===== src/hw/rtl/assert_macros.svh =====
// Assertion macros shared by the PCM DAC RTL files.
`ifndef ASSERT_MACROS_SVH
`define ASSERT_MACROS_SVH

// Condition must hold at every clock edge outside reset.
`define PDMF_ASSERT_ALWAYS(label, clk, rst_n, cond, msg) \
  label: assert property (@(posedge clk) disable iff (!rst_n) (cond)) else $error(msg);

// Consequent must hold in the same cycle as the antecedent.
`define PDMF_ASSERT_IMP(label, clk, rst_n, ante, cons, msg) \
  label: assert property (@(posedge clk) disable iff (!rst_n) (ante) |-> (cons)) \
    else $error(msg);

// Consequent must hold in the cycle after the antecedent.
`define PDMF_ASSERT_NEXT(label, clk, rst_n, ante, cons, msg) \
  label: assert property (@(posedge clk) disable iff (!rst_n) (ante) |=> (cons)) \
    else $error(msg);

`endif


===== src/hw/rtl/pdmf_pkg.sv =====
// Types and constants for the PCM DAC with mute and fade.
package pdmf_pkg;

  localparam int unsigned SAMPLE_W = 8;
  localparam int unsigned TIME_W   = 32;
  localparam int unsigned LEVEL_W  = 15;
  localparam int unsigned GAIN_W   = 16;
  localparam int unsigned MODE_W   = 3;
  localparam int unsigned CFG_IDX_W  = 2;
  localparam int unsigned CFG_DATA_W = 16;
  localparam int unsigned ACC_W    = 41;  // exact weighted sum
  localparam int unsigned DIV_W    = 40;  // divisor shifted up by 8

  localparam logic [MODE_W-1:0] MODE_SAMPLE = 3'd0;
  localparam logic [MODE_W-1:0] MODE_ON     = 3'd1;
  localparam logic [MODE_W-1:0] MODE_MUTE   = 3'd2;
  localparam logic [MODE_W-1:0] MODE_TICK   = 3'd3;
  localparam logic [MODE_W-1:0] MODE_EMIT   = 3'd4;

  localparam logic [CFG_IDX_W-1:0] CFG_MAX_VOLUME = 2'd0;
  localparam logic [CFG_IDX_W-1:0] CFG_GAIN_LEFT  = 2'd1;
  localparam logic [CFG_IDX_W-1:0] CFG_GAIN_RIGHT = 2'd2;

  localparam logic [LEVEL_W-1:0] MAX_VOLUME_RST = 15'd8192;
  localparam logic [GAIN_W-1:0]  GAIN_RST       = 16'd16384;
  localparam logic [LEVEL_W-1:0] LEVEL_MAX      = 15'h7FFF;
  localparam logic [1:0]         ACT_FRAMES     = 2'd2;
  localparam logic [3:0]         DIV_TOP        = 4'd8;

  typedef enum logic [0:0] {
    ST_IDLE,
    ST_MIX
  } ctrl_state_t;

  typedef enum logic [2:0] {
    MX_IDLE,
    MX_MUL1,
    MX_MUL2,
    MX_DIV,
    MX_VOL,
    MX_GAINL,
    MX_GAINR,
    MX_DONE
  } mix_state_t;

  typedef struct packed {
    logic [SAMPLE_W-1:0] older_sample;
    logic [SAMPLE_W-1:0] held_sample;
    logic [TIME_W-1:0]   d1;
    logic [TIME_W-1:0]   d2;
    logic [TIME_W-1:0]   total;
    logic                weighted;
  } mix_req_t;

endpackage


===== src/hw/rtl/pdmf_in_if.sv =====
// Input channel: command items into the DAC.
interface pdmf_in_if import pdmf_pkg::*; ();
  logic                valid;
  logic                ready;
  logic [MODE_W-1:0]   mode;
  logic [SAMPLE_W-1:0] data;
  logic [SAMPLE_W-1:0] mask;
  logic [TIME_W-1:0]   now;
  logic                first_of_block;

  modport source (output valid, mode, data, mask, now, first_of_block, input ready);
  modport sink   (input valid, mode, data, mask, now, first_of_block, output ready);
endinterface


===== src/hw/rtl/pdmf_out_if.sv =====
// Result channel: output levels and realtime flag.
interface pdmf_out_if import pdmf_pkg::*; ();
  logic               valid;
  logic               ready;
  logic [LEVEL_W-1:0] left_level;
  logic [LEVEL_W-1:0] right_level;
  logic               realtime_render;

  modport source (output valid, left_level, right_level, realtime_render, input ready);
  modport sink   (input valid, left_level, right_level, realtime_render, output ready);
endinterface


===== src/hw/rtl/pdmf_cfg_if.sv =====
// Configuration write channel.
interface pdmf_cfg_if import pdmf_pkg::*; ();
  logic                  valid;
  logic                  ready;
  logic [CFG_IDX_W-1:0]  index;
  logic [CFG_DATA_W-1:0] wdata;

  modport source (output valid, index, wdata, input ready);
  modport sink   (input valid, index, wdata, output ready);
endinterface


===== src/hw/rtl/pdmf_mix.sv =====
// Level recompute: shared multiplier and restoring divider under a sequencer.
`include "assert_macros.svh"

module pdmf_mix import pdmf_pkg::*; (
  input  logic               clk,
  input  logic               rst_n,
  input  logic               start,
  input  mix_req_t           req,
  input  logic [LEVEL_W-1:0] max_volume,
  input  logic [GAIN_W-1:0]  gain_left,
  input  logic [GAIN_W-1:0]  gain_right,
  output logic               done,
  output logic [LEVEL_W-1:0] level_left,
  output logic [LEVEL_W-1:0] level_right
);

  mix_state_t state_r, state_nxt;
  mix_req_t   req_r;
  logic [ACC_W-1:0]    acc_r;
  logic [DIV_W-1:0]    div_r;
  logic [3:0]          cnt_r;
  logic [SAMPLE_W-1:0] avg_r;
  logic [LEVEL_W-1:0]  vol_r;
  logic [LEVEL_W-1:0]  lvl_l_r, lvl_rt_r;

  logic [TIME_W-1:0]   mul_a;
  logic [GAIN_W-1:0]   mul_b;
  logic [47:0]         mul_p;
  logic                ge;
  logic [LEVEL_W-1:0]  gain_sat;

  // shared unit
  assign mul_p = {16'b0, mul_a} * {32'b0, mul_b};
  assign ge    = acc_r >= {1'b0, div_r};
  assign gain_sat = (|mul_p[30:29]) ? LEVEL_MAX : mul_p[28:14];

  always_comb begin
    state_nxt = state_r;
    case (state_r)
      MX_IDLE:  if (start) state_nxt = req.weighted ? MX_MUL1 : MX_VOL;
      MX_MUL1:  state_nxt = MX_MUL2;
      MX_MUL2:  state_nxt = MX_DIV;
      MX_DIV:   if (((cnt_r == DIV_TOP) && ge) || (cnt_r == 4'd0)) state_nxt = MX_VOL;
      MX_VOL:   state_nxt = MX_GAINL;
      MX_GAINL: state_nxt = MX_GAINR;
      MX_GAINR: state_nxt = MX_DONE;
      MX_DONE:  state_nxt = MX_IDLE;
      default:  state_nxt = MX_IDLE;
    endcase
  end

  always_comb begin
    mul_a = '0;
    mul_b = '0;
    case (state_r)
      MX_MUL1: begin
        mul_a = req_r.d1;
        mul_b = {8'b0, req_r.older_sample};
      end
      MX_MUL2: begin
        mul_a = req_r.d2;
        mul_b = {8'b0, req_r.held_sample};
      end
      MX_VOL: begin
        mul_a = {17'b0, max_volume};
        mul_b = {8'b0, avg_r};
      end
      MX_GAINL: begin
        mul_a = {17'b0, vol_r};
        mul_b = gain_left;
      end
      MX_GAINR: begin
        mul_a = {17'b0, vol_r};
        mul_b = gain_right;
      end
      default: begin
        mul_a = '0;
        mul_b = '0;
      end
    endcase
  end

  assign done        = (state_r == MX_DONE);
  assign level_left  = lvl_l_r;
  assign level_right = lvl_rt_r;

  always_ff @(posedge clk) begin
    if (!rst_n) begin
      state_r <= MX_IDLE;
    end else begin
      state_r <= state_nxt;
    end
  end

  always_ff @(posedge clk) begin
    case (state_r)
      MX_IDLE: begin
        if (start) begin
          req_r <= req;
          avg_r <= req.held_sample;
        end
      end
      MX_MUL1: acc_r <= {1'b0, mul_p[39:0]};
      MX_MUL2: begin
        acc_r <= acc_r + {1'b0, mul_p[39:0]};
        div_r <= {req_r.total, 8'b0};
        cnt_r <= DIV_TOP;
        avg_r <= '0;
      end
      MX_DIV: begin
        if (cnt_r == DIV_TOP) begin
          // quotient beyond 255 saturates
          if (ge) avg_r <= 8'hFF;
        end else begin
          avg_r <= {avg_r[6:0], ge};
          if (ge) acc_r <= acc_r - {1'b0, div_r};
        end
        div_r <= {1'b0, div_r[DIV_W-1:1]};
        cnt_r <= cnt_r - 4'd1;
      end
      MX_VOL:   vol_r    <= mul_p[22:8];
      MX_GAINL: lvl_l_r  <= gain_sat;
      MX_GAINR: lvl_rt_r <= gain_sat;
      default: ;
    endcase
  end

  `PDMF_ASSERT_IMP(a_start_idle, clk, rst_n, start, state_r == MX_IDLE, "start while busy")
  `PDMF_ASSERT_IMP(a_div_cnt, clk, rst_n, state_r == MX_DIV, cnt_r <= DIV_TOP, "divider overrun")
  `PDMF_ASSERT_NEXT(a_done_idle, clk, rst_n, done, state_r == MX_IDLE, "no return after done")

endmodule


===== src/hw/rtl/pcm_dac_with_mute_fade_core.sv =====
// Top level of the 8-bit PCM DAC with activity detection, mute and fade.
// Result: registered after the transfer of a plain item; an active first-of-block emit
//   starts a recompute whose result is registered when it ends, time-weighted or not,
//   using the shared 32x16 multiplier and the nine-step restoring divider.
// Throughput: one plain item a cycle; input not ready in a recompute or an output stall.
// Reset: synchronous, active low; control state to defaults, output data not; no clearing pass.
`include "assert_macros.svh"

module pcm_dac_with_mute_fade_core import pdmf_pkg::*; (
  input  logic clk,
  input  logic rst_n,
  pdmf_in_if.sink    in_chan,
  pdmf_out_if.source out_chan,
  pdmf_cfg_if.sink   cfg_chan
);

  // configuration registers
  logic [LEVEL_W-1:0] max_vol_r;
  logic [GAIN_W-1:0]  gain_l_r, gain_rt_r;

  // DAC state
  logic [SAMPLE_W-1:0] held_r, held_nxt;
  logic [SAMPLE_W-1:0] prev_r, prev_nxt;
  logic [TIME_W-1:0]   mix_time_r, mix_time_nxt;
  logic [TIME_W-1:0]   chg_time_r, chg_time_nxt;
  logic [1:0]          act_r, act_nxt;
  logic                en_r, en_nxt;
  logic                mute_r, mute_nxt;
  logic                rt_r, rt_nxt;
  logic [LEVEL_W-1:0]  lvl_l_r, lvl_l_nxt;
  logic [LEVEL_W-1:0]  lvl_rt_r, lvl_rt_nxt;

  // result register
  logic               ov_r, ov_nxt;
  logic [LEVEL_W-1:0] ol_r, ol_nxt;
  logic [LEVEL_W-1:0] orr_r, orr_nxt;
  logic               ort_r, ort_nxt;

  ctrl_state_t state_r, state_nxt;

  logic                in_fire;
  logic                mix_start;
  logic                mix_done;
  logic [LEVEL_W-1:0]  mix_l, mix_r;
  logic [SAMPLE_W-1:0] val;
  logic                active;
  mix_req_t            req;

  assign val     = in_chan.data & in_chan.mask;
  assign active  = en_r && !mute_r && (act_r != 2'd0);
  assign in_fire = in_chan.valid && in_chan.ready;

  // request for the recompute, built from the pre-transfer state
  always_comb begin
    req.older_sample = prev_r;
    req.held_sample  = held_r;
    req.d1           = chg_time_r - mix_time_r;
    req.d2           = in_chan.now - chg_time_r;
    req.total        = in_chan.now - mix_time_r;
    req.weighted     = (chg_time_r > mix_time_r) && (in_chan.now != mix_time_r);
  end

  pdmf_mix u_mix (
    .clk         (clk),
    .rst_n       (rst_n),
    .start       (mix_start),
    .req         (req),
    .max_volume  (max_vol_r),
    .gain_left   (gain_l_r),
    .gain_right  (gain_rt_r),
    .done        (mix_done),
    .level_left  (mix_l),
    .level_right (mix_r)
  );

  // sequencer: next state
  always_comb begin
    state_nxt = state_r;
    case (state_r)
      ST_IDLE: if (mix_start) state_nxt = ST_MIX;
      ST_MIX:  if (mix_done) state_nxt = ST_IDLE;
      default: state_nxt = ST_IDLE;
    endcase
  end

  // sequencer: outputs. A new item is taken once the result register drains.
  always_comb begin
    in_chan.ready = (state_r == ST_IDLE) && (!ov_r || out_chan.ready);
    mix_start     = in_fire && (in_chan.mode == MODE_EMIT) && active && in_chan.first_of_block;
  end

  assign cfg_chan.ready = 1'b1;

  // item handling
  always_comb begin
    held_nxt     = held_r;
    prev_nxt     = prev_r;
    mix_time_nxt = mix_time_r;
    chg_time_nxt = chg_time_r;
    act_nxt      = act_r;
    en_nxt       = en_r;
    mute_nxt     = mute_r;
    rt_nxt       = rt_r;
    lvl_l_nxt    = lvl_l_r;
    lvl_rt_nxt   = lvl_rt_r;

    if (in_fire) begin
      case (in_chan.mode)
        MODE_SAMPLE: begin
          // a changed sample re-arms two frames of activity
          if (held_r != val) begin
            act_nxt      = ACT_FRAMES;
            rt_nxt       = en_r && !mute_r;
            held_nxt     = val;
            chg_time_nxt = in_chan.now;
          end
        end
        MODE_ON: begin
          en_nxt = (val != '0);
          rt_nxt = (val != '0) && !mute_r && (act_r != 2'd0);
        end
        MODE_MUTE: begin
          mute_nxt = (val != '0);
          rt_nxt   = en_r && (val == '0) && (act_r != 2'd0);
        end
        MODE_TICK: begin
          if (act_r != 2'd0) begin
            act_nxt = act_r - 2'd1;
            if (act_r == 2'd1) rt_nxt = 1'b0;
          end
        end
        MODE_EMIT: begin
          if (active) begin
            if (in_chan.first_of_block) begin
              prev_nxt     = held_r;
              mix_time_nxt = in_chan.now;
            end
          end else begin
            // fade: levels step down by one per emitted sample
            if (lvl_l_r != '0) lvl_l_nxt = lvl_l_r - 15'd1;
            if (lvl_rt_r != '0) lvl_rt_nxt = lvl_rt_r - 15'd1;
          end
        end
        default: ;
      endcase
    end

    if (mix_done) begin
      lvl_l_nxt  = mix_l;
      lvl_rt_nxt = mix_r;
    end
  end

  // result register: loaded on a plain item or at the end of a recompute
  always_comb begin
    ov_nxt  = ov_r;
    ol_nxt  = ol_r;
    orr_nxt = orr_r;
    ort_nxt = ort_r;
    if (ov_r && out_chan.ready) ov_nxt = 1'b0;
    if (in_fire && !mix_start) begin
      ov_nxt  = 1'b1;
      ol_nxt  = lvl_l_r;
      orr_nxt = lvl_rt_r;
      ort_nxt = rt_nxt;
    end else if (mix_done) begin
      ov_nxt  = 1'b1;
      ol_nxt  = mix_l;
      orr_nxt = mix_r;
      ort_nxt = rt_r;
    end
  end

  assign out_chan.valid           = ov_r;
  assign out_chan.left_level      = ol_r;
  assign out_chan.right_level     = orr_r;
  assign out_chan.realtime_render = ort_r;

  always_ff @(posedge clk) begin
    if (!rst_n) begin
      state_r    <= ST_IDLE;
      max_vol_r  <= MAX_VOLUME_RST;
      gain_l_r   <= GAIN_RST;
      gain_rt_r  <= GAIN_RST;
      held_r     <= '0;
      prev_r     <= '0;
      mix_time_r <= '0;
      chg_time_r <= '0;
      act_r      <= '0;
      en_r       <= 1'b1;
      mute_r     <= 1'b0;
      rt_r       <= 1'b0;
      lvl_l_r    <= '0;
      lvl_rt_r   <= '0;
      ov_r       <= 1'b0;
    end else begin
      state_r    <= state_nxt;
      held_r     <= held_nxt;
      prev_r     <= prev_nxt;
      mix_time_r <= mix_time_nxt;
      chg_time_r <= chg_time_nxt;
      act_r      <= act_nxt;
      en_r       <= en_nxt;
      mute_r     <= mute_nxt;
      rt_r       <= rt_nxt;
      lvl_l_r    <= lvl_l_nxt;
      lvl_rt_r   <= lvl_rt_nxt;
      ov_r       <= ov_nxt;
      if (cfg_chan.valid && cfg_chan.ready) begin
        case (cfg_chan.index)
          CFG_MAX_VOLUME: max_vol_r <= cfg_chan.wdata[LEVEL_W-1:0];
          CFG_GAIN_LEFT:  gain_l_r  <= cfg_chan.wdata;
          CFG_GAIN_RIGHT: gain_rt_r <= cfg_chan.wdata;
          default: ;
        endcase
      end
    end
  end

  always_ff @(posedge clk) begin
    ol_r  <= ol_nxt;
    orr_r <= orr_nxt;
    ort_r <= ort_nxt;
  end

  `PDMF_ASSERT_IMP(a_busy_stall, clk, rst_n, state_r == ST_MIX, !in_chan.ready, "ready during recompute")
  `PDMF_ASSERT_IMP(a_done_mix, clk, rst_n, mix_done, state_r == ST_MIX, "stray recompute done")
  `PDMF_ASSERT_ALWAYS(a_rt_flag, clk, rst_n, rt_r == active, "realtime flag out of step")

endmodule

===== src/flat_wrapper.sv =====
// flat-port wrapper written by rule: the top's interface ports become plain ports
module pcm_dac_with_mute_fade_core_flat import pdmf_pkg::*;
  (clk, rst_n, in_chan_valid, in_chan_mode, in_chan_data, in_chan_mask, in_chan_now, in_chan_first_of_block, in_chan_ready, out_chan_valid, out_chan_left_level, out_chan_right_level, out_chan_realtime_render, out_chan_ready, cfg_chan_valid, cfg_chan_index, cfg_chan_wdata, cfg_chan_ready);
  pdmf_in_if in_chan_i ();
  pdmf_out_if out_chan_i ();
  pdmf_cfg_if cfg_chan_i ();
  input  logic clk;
  input  logic rst_n;
  input wire logic [$bits(in_chan_i.valid)-1:0] in_chan_valid;
  input wire logic [$bits(in_chan_i.mode)-1:0] in_chan_mode;
  input wire logic [$bits(in_chan_i.data)-1:0] in_chan_data;
  input wire logic [$bits(in_chan_i.mask)-1:0] in_chan_mask;
  input wire logic [$bits(in_chan_i.now)-1:0] in_chan_now;
  input wire logic [$bits(in_chan_i.first_of_block)-1:0] in_chan_first_of_block;
  output wire logic [$bits(in_chan_i.ready)-1:0] in_chan_ready;
  output wire logic [$bits(out_chan_i.valid)-1:0] out_chan_valid;
  output wire logic [$bits(out_chan_i.left_level)-1:0] out_chan_left_level;
  output wire logic [$bits(out_chan_i.right_level)-1:0] out_chan_right_level;
  output wire logic [$bits(out_chan_i.realtime_render)-1:0] out_chan_realtime_render;
  input wire logic [$bits(out_chan_i.ready)-1:0] out_chan_ready;
  input wire logic [$bits(cfg_chan_i.valid)-1:0] cfg_chan_valid;
  input wire logic [$bits(cfg_chan_i.index)-1:0] cfg_chan_index;
  input wire logic [$bits(cfg_chan_i.wdata)-1:0] cfg_chan_wdata;
  output wire logic [$bits(cfg_chan_i.ready)-1:0] cfg_chan_ready;
  assign in_chan_i.valid = in_chan_valid;
  assign in_chan_i.mode = in_chan_mode;
  assign in_chan_i.data = in_chan_data;
  assign in_chan_i.mask = in_chan_mask;
  assign in_chan_i.now = in_chan_now;
  assign in_chan_i.first_of_block = in_chan_first_of_block;
  assign in_chan_ready = in_chan_i.ready;
  assign out_chan_valid = out_chan_i.valid;
  assign out_chan_left_level = out_chan_i.left_level;
  assign out_chan_right_level = out_chan_i.right_level;
  assign out_chan_realtime_render = out_chan_i.realtime_render;
  assign out_chan_i.ready = out_chan_ready;
  assign cfg_chan_i.valid = cfg_chan_valid;
  assign cfg_chan_i.index = cfg_chan_index;
  assign cfg_chan_i.wdata = cfg_chan_wdata;
  assign cfg_chan_ready = cfg_chan_i.ready;
  pcm_dac_with_mute_fade_core u_core (.clk(clk), .rst_n(rst_n), .in_chan(in_chan_i), .out_chan(out_chan_i), .cfg_chan(cfg_chan_i));
endmodule

===== config.mk =====
export PLATFORM = sky130hd
export DESIGN_NAME = pcm_dac_with_mute_fade_core_flat
export DESIGN_NICKNAME = d
export VERILOG_FILES = /design/src/hw/rtl/pdmf_pkg.sv /design/src/hw/rtl/pdmf_in_if.sv /design/src/hw/rtl/pdmf_out_if.sv /design/src/hw/rtl/pdmf_cfg_if.sv /design/src/hw/rtl/pdmf_mix.sv /design/src/hw/rtl/pcm_dac_with_mute_fade_core.sv /design/src/flat_wrapper.sv
export VERILOG_INCLUDE_DIRS = /design/src /design/src/hw/rtl
export SDC_FILE = /design/constraint.sdc
export NUM_CORES = 2
export LEC_CHECK = 0
export BUFFER_PORTS_ARGS = -buffer_cell sky130_fd_sc_hd__buf_2
export CAP_MARGIN = 10
export CORE_UTILIZATION = 24
export CTS_CLUSTER_SIZE = 12
export DETAILED_ROUTE_END_ITERATION = 6
export GPL_ROUTABILITY_DRIVEN = 0
export PLACE_DENSITY = 0.51
export SLEW_MARGIN = 25
export SYNTH_ARGS = -nofsm -noshare
export SYNTH_HDL_FRONTEND = slang
export SYNTH_HIERARCHICAL = 1
export SYNTH_SLANG_ARGS = --single-unit

===== constraint.sdc =====
create_clock -name clk -period 10.17 [get_ports clk]
set_input_delay 1.017 -clock clk [delete_from_list [all_inputs] [get_ports clk]]
set_output_delay 1.017 -clock clk [all_outputs]
set_load 0.05 [all_outputs]

==> out/summary.txt <==
Util after Layout -> 27.70%
YS warnings -> 6
Initial antenna violation count -> 19
Worst EP arrival -> 10.13 ns
Hold_buf cts -> 0
EDFF count, synth -> 281
Worst path most repeated cell -> fa_1
Final min period -> 9.736 ns
CP Depth -> 32
Die W -> 419.3 um
Routed wire length -> 136800 um
DR vias/cell -> 4.739
Grt ovf -> 0
FF+latch area -> 11790 um2
Setup violators final -> 0
Multi-input logic area -> 27530 um2
Post-placement setup slack -> 0.08242 ns
Hold Startpoint -> u_core/prev_r[5]$_SDFFE_PN0P_
Setup slack after layout -> 0.4342 ns
Root Driver -> clkbuf_16
CTS Sinks -> 448
CP peak stage delay -> 0.56 ns
Leakage power -> 19.93 nW
CTS Buffer Depth -> 3
Post-synth ARST share -> 0%
Status -> finished clean
Hold-critical path depth -> 0
Reg2reg setup slack -> 0.43 ns
CTS Buf Count -> 52
Sequential area share after synthesis -> 28.18%
Max_slew headroom -> 32.47%
Setup crit start kind -> flop
Reg2reg end -> u_core/u_mix/acc_r[38]$_DFFE_PP_
Hpwl dp -> 110500 um
First-pass GRT wire length -> 207000 um
Crit path max-delay family -> adder cells
Synthesis-stage register bit count -> 448
H-tree lvl count -> 2
CP endpoint kind -> flop
CP bufs+invs -> 6
Final Hold Fails -> 0
Reg clk slew, reported paths -> 0.07 ns
Top Layer Used -> met4
Syn Area/Cell -> 8.965 um2
Yosys cell types -> 95
Slowest cell on the critical path -> fa_1
Final worst path period share -> 95.73%
R2r worst-path depth -> 32
Slew Limit Fails -> 0
Met2 wire length -> 63840 um
Wl on met1 -> 61970 um
DRT iter0 DRCs -> 2428
Antenna-violating nets left -> 0
WS Path Type -> reg2reg
PwrDens -> 219.9 nW/um2
Setup Skew -> 0.05150 ns
Clock latency on the worst-skew pair -> 0.65 ns
Layout area overhead -> 14.19%
Pin count of the biggest net entering global routing -> 95
R2r startpoint -> u_core/u_mix/state_r[2]$_SDFFE_PN0P_
Met3 wire length -> 7541 um
Port buffer count -> 107
Hold WC Path Type -> reg2reg
Synth Cell Area -> 41800 um2
Vias in the first global route -> 33300
Worst Hold Path EP -> u_core/u_mix/req_r[110]$_DFFE_PP_
Finished Layout Cells -> 7199
Drt pass-1 iters -> 6
Ratio of cells with drive above 1 in the final layout -> 8.765%
Starting Density -> 24.26%
Row cnt -> 152
Fill cells -> 18500
Wire length per cell -> 19.00 um
DR vias -> 34120
Number of nets in the layout -> 5578
CTS tree -> built
Most used DFF post-synth -> edfxtp_1
Worst ir drop on vdd -> 0.0003633 V
IO Pins -> 109
Fmax -> 102.7 MHz
Post-Syn Instances -> 4663
Total track usage -> 15.35%
Max Cap Violations -> 0
Die height -> 419.3 um
Post-Place Cells -> 7089
Drt drc -> 0
Tot Pwr -> 10.50 mW
Full die area -> 175900 um2
Required @ worst endpoint -> 10.57 ns
Tightest Pin Transition -> 1.013 ns
CP max FO -> 32
Core Region -> 172300 um2
registers in the layout, summed over array words and instances, names as in the netlist, 8 cells and up:
name and cells:
u_core/gain_rt_r 16, u_core/u_mix/req_r 112, u_core/chg_time_r 32, u_core/mix_time_r 32
u_core/u_mix/avg_r 8, u_core/u_mix/level_left 15, u_core/out_chan.left_level 15, u_core/out_chan.right_level 15
u_core/lvl_rt_r 15, u_core/gain_l_r 16, u_core/u_mix/level_right 15, u_core/max_vol_r 15
u_core/u_mix/acc_r 41, u_core/u_mix/vol_r 15, u_core/u_mix/div_r 40, u_core/held_r 8
u_core/lvl_l_r 15, u_core/prev_r 8
cell families after synthesis:
| kind of cell | Yosys count | synth area share (%) |
|---|---|---|
| other | 3 | 0.02694 |
| multiplexers | 109 | 2.700 |
| AO/OA/AOI/OAI | 1055 | 16.27 |
| AND/OR/NAND/NOR | 1398 | 14.74 |
| flip-flops | 448 | 28.18 |
| buffers and inverters | 804 | 7.285 |
| adder cells (fa/ha/maj) | 661 | 26.91 |
| XOR/XNOR | 185 | 3.876 |
metal layers:
metal	global-route usage, %	vias up
met1	21.16	16920
li1	-	15990
met4	3.631	0
met3	2.071	188
met2	25.26	1016
met5	0	-
synth_stat cells, types with 35 or more instances:
master    instances  share of area (%)
a211oi_1         38               0.68
a21o_1          114                2.0
a21oi_1         340                4.1
and2_1           41               0.61
clkbuf_1        166                1.5
dfxtp_1         167                8.0
edfxtp_1        281                 20
fa_1            397                 19
ha_1            264                7.9
inv_1           613                5.5
mux2i_1          79                1.9
nand2_1         647                5.8
nand2b_1         39               0.58
nand3_1          56               0.67
nor2_1          376                3.4
nor3_1           43               0.51
o21a_1           35               0.63
o21ai_0         217                2.6
xnor2_1         113                2.4
xor2_1           72                1.5
area by class of cell:
cell class / count / share of cell area [%]
Multi-Input combinational cell: 3511 / 57.67
Sequential cell: 448 / 24.69
Tap cell: 2310 / 6.055
Inverter: 616 / 4.862
Clock buffer: 71 / 3.135
Timing Repair Buffer: 213 / 2.936
Clock inverter: 24 / 0.6212
Antenna cell: 6 / 0.03145
placed cells by master, fill, tap and decap left out, types with 26 or more instances in the layout:
| master | instances |
|---|---|
| buf_4 | 97 |
| mux2i_1 | 79 |
| nand2_1 | 646 |
| or2_2 | 26 |
| dfxtp_1 | 165 |
| a21oi_1 | 339 |
| ha_1 | 264 |
| a211oi_1 | 38 |
| fa_1 | 397 |
| nor3_1 | 40 |
| nand2b_1 | 37 |
| o21ai_0 | 216 |
| inv_1 | 612 |
| nand4_1 | 29 |
| o21a_1 | 35 |
| and3_1 | 31 |
| nor2b_1 | 31 |
| and2_1 | 41 |
| xor2_1 | 70 |
| mux2_2 | 30 |
| nor2_1 | 369 |
| a22oi_1 | 30 |
| nand3_1 | 54 |
| xnor2_1 | 113 |
| clkbuf_16 | 56 |
| conb_1 | 101 |
| buf_2 | 108 |
| edfxtp_1 | 281 |
| a21o_1 | 114 |
through the flow:
step	cell area, um2	setup TNS (ns)	hold WS [ns]
2_1_floorplan	42180	0	0.4081
3_3_place_gp	45730	0	0.4146
3_5_place_dp	45730	0	0.4176
4_1_cts	47530	0	0.4319
5_1_grt	47730	-0.001293	0.4410
6_report	47730	0	0.4305
worst max-delay path by stage:
stage	startpoint	endpoint	slack, ns
after global routing	u_core/u_mix/state_r[2]$_SDFFE_PN0P_	u_core/u_mix/acc_r[36]$_DFFE_PP_	-0.001
after detailed placement	u_core/u_mix/state_r[1]$_SDFFE_PN0P_	u_core/u_mix/acc_r[38]$_DFFE_PP_	0.08
final	u_core/u_mix/state_r[2]$_SDFFE_PN0P_	u_core/u_mix/acc_r[38]$_DFFE_PP_	0.43
after global placement	u_core/u_mix/state_r[0]$_SDFFE_PN0P_	u_core/u_mix/acc_r[38]$_DFFE_PP_	0.18
after CTS	u_core/u_mix/state_r[0]$_SDFFE_PN0P_	u_core/u_mix/acc_r[38]$_DFFE_PP_	0.09
after floorplan	u_core/u_mix/state_r[2]$_SDFFE_PN0P_	u_core/u_mix/acc_r[40]$_DFFE_PP_	0.46
where the power goes:
group	total, mW	internal, mW	switching (mW)
combinational	6.21	2.40	3.81
clock	2.01	1.18	0.830
sequential	2.27	2.20	0.0715
timing repair:
action / in CTS / in global routing
endpoints found under the setup margin: 0 / 12
buffers inserted: 0 / 5
resized for setup: 0 / 32
(Power assumes the default switching activity.)
